**config.mk**
```make
export PLATFORM = sky130hd
export DESIGN_NAME = pal_cell
export DESIGN_NICKNAME = d
export VERILOG_FILES = /design/src/positional_array_list_macros.svh /design/src/pal_pkg.sv /design/src/pal_cell.sv
export SDC_FILE = /design/constraint.sdc
export NUM_CORES = 1
export LEC_CHECK = 0
export BUFFER_PORTS_ARGS = -buffer_cell sky130_fd_sc_hd__buf_2
export CORE_UTILIZATION = 42
export DETAILED_ROUTE_END_ITERATION = 8
export PLACE_DENSITY_LB_ADDON = 0.25
export SLEW_MARGIN = 20
export SYNTH_ARGS = -nofsm -noshare
export SYNTH_HDL_FRONTEND = slang
export SYNTH_SLANG_ARGS = --single-unit
```
**constraint.sdc**
```tcl
create_clock -name clk -period 14 [get_ports clk]
set_clock_uncertainty 0.15 [all_clocks]
set_input_delay 0.7 -clock clk [delete_from_list [all_inputs] [get_ports clk]]
set_output_delay 0.7 -clock clk [all_outputs]
set_load 0.01 [all_outputs]
```
**src/positional_array_list_macros.svh**
```systemverilog
// Assertion macros shared by the positional array list RTL.
`ifndef POSITIONAL_ARRAY_LIST_MACROS_SVH
`define POSITIONAL_ARRAY_LIST_MACROS_SVH

// Check a property on every clock edge outside reset.
`define PAL_ASSERT(label, prop) \
    label: assert property (@(posedge clk) disable iff (!rst_n) (prop)) \
        else $error("positional_array_list: check failed");

// Check that a condition implies a consequence in the same cycle.
`define PAL_ASSERT_IMPL(label, ante, cons) \
    `PAL_ASSERT(label, (ante) |-> (cons))

// Check that a condition implies a consequence in the next cycle.
`define PAL_ASSERT_NEXT(label, ante, cons) \
    `PAL_ASSERT(label, (ante) |=> (cons))

`endif

```
**src/pal_pkg.sv**
```systemverilog
// Shared types and constants for the positional array list.
package pal_pkg;

    localparam int LIST_DEPTH = 128;
    localparam int VAL_W      = 32;
    localparam int OP_W       = 3;
    localparam int POS_W      = 7;
    localparam int TOTAL_W    = 8;
    localparam int STAT_W     = 2;
    localparam int CNT_W      = $clog2(LIST_DEPTH + 1);
    localparam int CMP_W      = (CNT_W > POS_W) ? CNT_W : POS_W;
    localparam int GROUP      = 16;
    localparam int NGRP       = (LIST_DEPTH + GROUP - 1) / GROUP;
    localparam int IN_RAW_W   = OP_W + POS_W + VAL_W;
    localparam int IN_W       = ((IN_RAW_W + 7) / 8) * 8;
    localparam int OUT_RAW_W  = VAL_W + TOTAL_W + STAT_W;
    localparam int OUT_W      = ((OUT_RAW_W + 7) / 8) * 8;

    localparam logic [CNT_W-1:0] FULL_COUNT = CNT_W'(LIST_DEPTH);

    typedef enum logic [OP_W-1:0] {
        OP_CLEAR  = 3'd0,
        OP_APPEND = 3'd1,
        OP_INSERT = 3'd2,
        OP_DELETE = 3'd3,
        OP_UPDATE = 3'd4,
        OP_READ   = 3'd5
    } opcode_t;

    typedef enum logic [STAT_W-1:0] {
        STAT_OK    = 2'd0,
        STAT_FULL  = 2'd1,
        STAT_RANGE = 2'd2
    } status_t;

    typedef enum logic [2:0] {
        CMD_HOLD,
        CMD_WRITE,
        CMD_INSERT,
        CMD_DELETE,
        CMD_READ
    } cmd_t;

    typedef struct packed {
        cmd_t             cmd;
        logic [CMP_W-1:0] pos;
        logic [CMP_W-1:0] count;
        logic [VAL_W-1:0] val;
    } pal_ctrl_t;

endpackage

```
**src/pal_cell.sv**
```systemverilog
// One list entry: loads, shifts from a neighbor, or holds, and drives its read tap.
module pal_cell
    import pal_pkg::*;
(
    input  logic             clk,
    input  pal_ctrl_t        ctrl,
    input  logic [CMP_W-1:0] index,
    input  logic [VAL_W-1:0] below,
    input  logic [VAL_W-1:0] above,
    output logic [VAL_W-1:0] value,
    output logic [VAL_W-1:0] tap
);

    logic [VAL_W-1:0] value_reg;
    logic [VAL_W-1:0] value_next;
    logic [CMP_W-1:0] index_up;

    assign index_up = CMP_W'(index + 1'b1);

    always_comb
    begin
        value_next = value_reg;
        case (ctrl.cmd)
            CMD_WRITE:
            begin
                if (index == ctrl.pos)
                    value_next = ctrl.val;
            end
            CMD_INSERT:
            begin
                if (index == ctrl.pos)
                    value_next = ctrl.val;
                else if (index > ctrl.pos && index <= ctrl.count)
                    value_next = below;
            end
            CMD_DELETE:
            begin
                if (index >= ctrl.pos && index_up < ctrl.count)
                    value_next = above;
            end
            default:
            begin
                value_next = value_reg;
            end
        endcase
    end

    always_ff @(posedge clk)
    begin
        value_reg <= value_next;
    end

    assign value = value_reg;
    assign tap   = (ctrl.cmd == CMD_READ && index == ctrl.pos) ? value_reg : '0;

endmodule

```
Word-level counts from Yosys, hierarchy flattened
Index checks and enable logic that the tools add are counted.
{ "op_classes": {"n_addsub": 1, "magnitude_cmp": 4, "eq_ne": 8, "mux": 6, "reduce_logical": 5} }
{ "ops": {"columns": ["operator", "n"], "rows": [
  ["32-bit 2-to-1 mux", 5],
  ["32-bit one-hot mux with 3 select lines", 1],
  ["8-bit by 1-bit adder with 8-bit output (second input constant)", 1],
  ["8-bit == test", 1],
  ["8-bit greater-or-equal comparator", 1],
  ["8-bit greater-than comparator", 1],
  ["8-bit <= comparator", 1],
  ["8-bit < comparator", 1],
  ["3-bit by 2-bit == test with 1-bit output (second input constant)", 2],
  ["2-bit != test (second input constant)", 2],
  ["4-bit AND reduction", 1],
  ["3-bit by 1-bit == test with 1-bit output (second input constant)", 1],
  ["3-bit == test (second input constant)", 1],
  ["1-bit logical AND", 3],
  ["3-bit != test (second input constant)", 1],
  ["3-bit nonzero test", 1]
]} }
{ "totals": {"regBits": 32, "in_bits": 124, "out_inout_bits": 64, "elab_cells": 25} }

Longest topological paths before layout
{ "logic_depth": {"ltp_word": 5, "depth_mapped": 9, "depth_no_buf": 9} }

Worst setup path after synthesis
OpenSTA, ideal clock, no wires.
{ "synth_timing": {"path_type": "input port to flip-flop", "start": "in index[0]", "end": "reg value_reg[0], in the netlist value[0], enable pin", "setup_time_ns": 0.470, "arrival_time_ns": 4.379, "t_required_ns": 13.380, "setup_slack_ns": 9.001, "stages": 8, "n_path_buf": 0, "path_cell_list": "and4_1 nand4_1 xnor2_1 ha_1 a211oi_2 o21ai_1 o22a_1 a211oi_1"} }
{ "synth_via": {"elab_chain_cells": 5, "word_cells_on_any_way": 12, "classes_between": "1 x add/sub; 4 x order compare; 4 x eq/ne; 3 x reduce/logical"} }
{ "synth_rtl": {"columns": ["element", "line", "rtl"], "rows": [
  ["from (decl)", "pal_cell.sv:7", "input logic [CMP_W-1:0] index,"],
  ["8-bit by 1-bit adder with 8-bit output", "pal_cell.sv:18", "assign index_up = CMP_W'(index + 1'b1);"],
  ["8-bit < comparator", "pal_cell.sv:38", "if (index >= ctrl.pos && index_up < ctrl.count)"],
  ["1-bit logical AND", "pal_cell.sv:38", null],
  ["2-bit != test (no line)", null, null],
  ["4-bit AND reduction (no line) *", null, null],
  ["to (signal assigned)", "pal_cell.sv:50", "value_reg <= value_next;"],
  ["to (decl)", "pal_cell.sv:14", "logic [VAL_W-1:0] value_reg;"]
]} }
Mark *: on every way between the ends. The rest lies on a longest branch, timed or not.
A chain may end at the register's enable or synchronous reset.

Worst setup path in the final report
{ "layout_timing": {"start": "in index[2]", "end": "reg value_reg[19], in the netlist value[19], enable pin"} }
The elaborated chain is that of the path after synthesis.

==> reports/summary.txt <==
Area grow syn2layout: 37.17%
CP Capture Type: flip-flop
Avg Inst Size Synth: 9.804 um2
Routed Antenna Nets: 0
Die ar.: 6720 um2
Share of layout cells above drive strength 1: 45.01%
Outcome: finished, final reports clean
Nets: 599
Peak VDD IR: 43.36 uV
Max reg flops: 32
Dpl hpwl: 6054 um
Fin crit period: 3.513 ns
Syn. warnings: 0
Flops & latches, synth: 32
Die span in x: 81.98 um
Vias post-DR: 2,867
Clk sinks: 32
First-pass GRT wire length: 11,430 um
H-tree Lvls: 2
Initial antenna violation count: 0
Number of global-route vias before repair: 2,511
RSZ-0062 raised after global routing: no
Setup_tns: 0 ns
Relative slew slack: 42.75%
Most used routing layer: met2
Worst EP arrival: 3.33 ns
CTS Buf Count: 5
GR Util met3: 4.111%
Final GP Congestion: 0.7891
WS Path Type: input pin to flip-flop
Seq/Total Area, Yosys: 35.77%
Post_cts resized: 0
Pins Over Slew Limit: 0
Post-Syn Area: 2686 um2
Setup bufs post-CTS: 0
Boundary pin count: 188
DRC: 0
Clock slew at reported path FFs: 0.06 ns
Final setup violation count: 0
Root Driver: clkbuf_8
Met2 Use GR: 41.98%
Max Cap Viol: 0
Worst EP required: 13.82 ns
Worst slew pin tran: 0.8588 ns
Lkg Pwr: 1.777 nW
Most frequent cells in the layout: buf_2 (187), a22oi_1 (64), and2_1 (32), edfxtp_1 (32), o21ai_1 (31)
# diodes: 0
Initial DRC count: 127
Std-Cell Rows: 28
Clock buffer depth: 2
Tot Pwr: 255.2 uW
Commonest non-fill, non-tap cell in the layout: buf_2
Core ar.: 6061 um2
Routed WL: 7849 um
Worst min path class: input pin to flip-flop
Post-synthesis net count: 423
Routed WL per cell: 14.92 um
Port bufs: 187
Fmax: 284.6 MHz
DR pass1 iterations: 6
Largest net degree at the start of global routing: 37
Layout Cells excl Fill: 526
Critical path launch point type: input pin
Vias per cell: 5.451
Hold buffers post-CTS: 0
Final hold violations: 0
CTS tree: yes
Final period util: 25.10%
Cells after Synth: 274
P per Cell Area: 69.25 nW/um2
Initial core utilization: 44.32%
Crit-path max FO: 17
Cells after DPL: 518
GR Util All Layers: 22.40%
Met1 usage: 25.66%
Distinct cells, synth: 36
GRT Residual Overflow: 0
Die H: 81.98 um
FILL cells: 541
[path summary, 6_finish.rpt]
path                  end      start  depth (start not counted)
max   value[19]$_DFFE_PP_   index[2]                         10
min   value[16]$_DFFE_PP_  above[16]                          3
[final cells by class]
cell class	instances	area [um2]	share of cell area [%]
clock buffer	5	68.82	1.868
multi-input combinational	206	1536	41.70
timing repair buffer	189	950.9	25.81
inverter	16	60.06	1.630
tap	75	93.84	2.547
sequential	32	960.9	26.08
clock inverter	3	13.76	0.3735
[metal layers]
metal / vias up / share of wire (%) / wire length [um]
met5: - / 0 / 0
met4: 0 / 1.3 / 105
met3: 11 / 6.2 / 488
met2: 129 / 51 / 4039
met1: 1323 / 41 / 3216
li1: 1404 / - / -
[worst max-delay path, stage by stage]
cell and delay (ns):
buf_2 0.14, and4_1 0.23, nand4_1 0.12, xnor2_1 0.14
ha_1 0.32, a211oi_2 0.23, o21ai_1 0.11, o22a_1 0.25
a211oi_4 0.71, buf_4 0.37
[Yosys cell counts]
| cell | n | area (um2) |
|---|---|---|
| and2_4 | 1 | 8.760 |
| ha_1 | 25 | 312.8 |
| xnor2_1 | 4 | 35.03 |
| a211oi_2 | 1 | 12.51 |
| and3_4 | 1 | 11.26 |
| and4_1 | 3 | 26.28 |
| nand4_1 | 4 | 25.02 |
| o31ai_1 | 1 | 7.510 |
| and3_1 | 1 | 6.260 |
| o21ai_1 | 31 | 155.2 |
| clkbuf_1 | 6 | 22.52 |
| a31oi_1 | 1 | 6.260 |
| xor2_1 | 2 | 17.52 |
| nor2_1 | 4 | 15.01 |
| o22a_1 | 1 | 8.760 |
| a21oi_1 | 7 | 35.03 |
| o21a_1 | 2 | 15.01 |
| buf_2 | 6 | 30.03 |
| buf_6 | 7 | 78.83 |
| o211ai_1 | 1 | 7.510 |
| nand2b_1 | 1 | 6.260 |
| nand3_1 | 3 | 15.01 |
| and2_1 | 32 | 200.2 |
| nor4_1 | 1 | 6.260 |
| o21ai_0 | 3 | 15.01 |
| buf_8 | 1 | 15.01 |
| inv_1 | 16 | 60.06 |
| a22oi_1 | 64 | 480.5 |
| nand2_1 | 3 | 11.26 |
| a211oi_1 | 1 | 7.510 |
| nor2b_1 | 3 | 18.77 |
| edfxtp_1 | 32 | 960.9 |
| a21o_1 | 2 | 15.01 |
| a2111oi_0 | 1 | 8.760 |
| nand4b_1 | 1 | 8.760 |
| nor2_8 | 1 | 20.02 |
[logic make-up (layout without fill, tap and decap cells)]
family | Yosys count | in the layout | synth area share, %
DFF | 32 | 32 | 35.77
and+or+nand+nor | 59 | 59 | 14.11
adders and majority gates | 25 | 25 | 11.64
xor gates and xnor gates | 6 | 6 | 1.956
buffers and inverters | 36 | 213 | 7.685
AOI/OAI and AO/OA | 116 | 116 | 28.83
[through the flow]
step / setup slack (ns) / hold WS, ns / util (%) / area, um2
after floorplan: 9.001 / 0.7595 / - / 2686
after global placement: 10.29 / 0.8508 / 59.43 / 3602
after detailed placement: 10.19 / 0.8594 / 59.43 / 3602
after CTS: 10.47 / 0.5701 / 60.80 / 3685
after global routing: 10.32 / 0.5725 / 60.80 / 3685
final: 10.49 / 0.5796 / 60.80 / 3685
[power by group]
part / switching (mW) / internal [mW]
clock: 0.0314 / 0.0336
combinational: 0.0374 / 0.0332
sequential: 0.00378 / 0.116
Power figures use the tool's default switching activity.
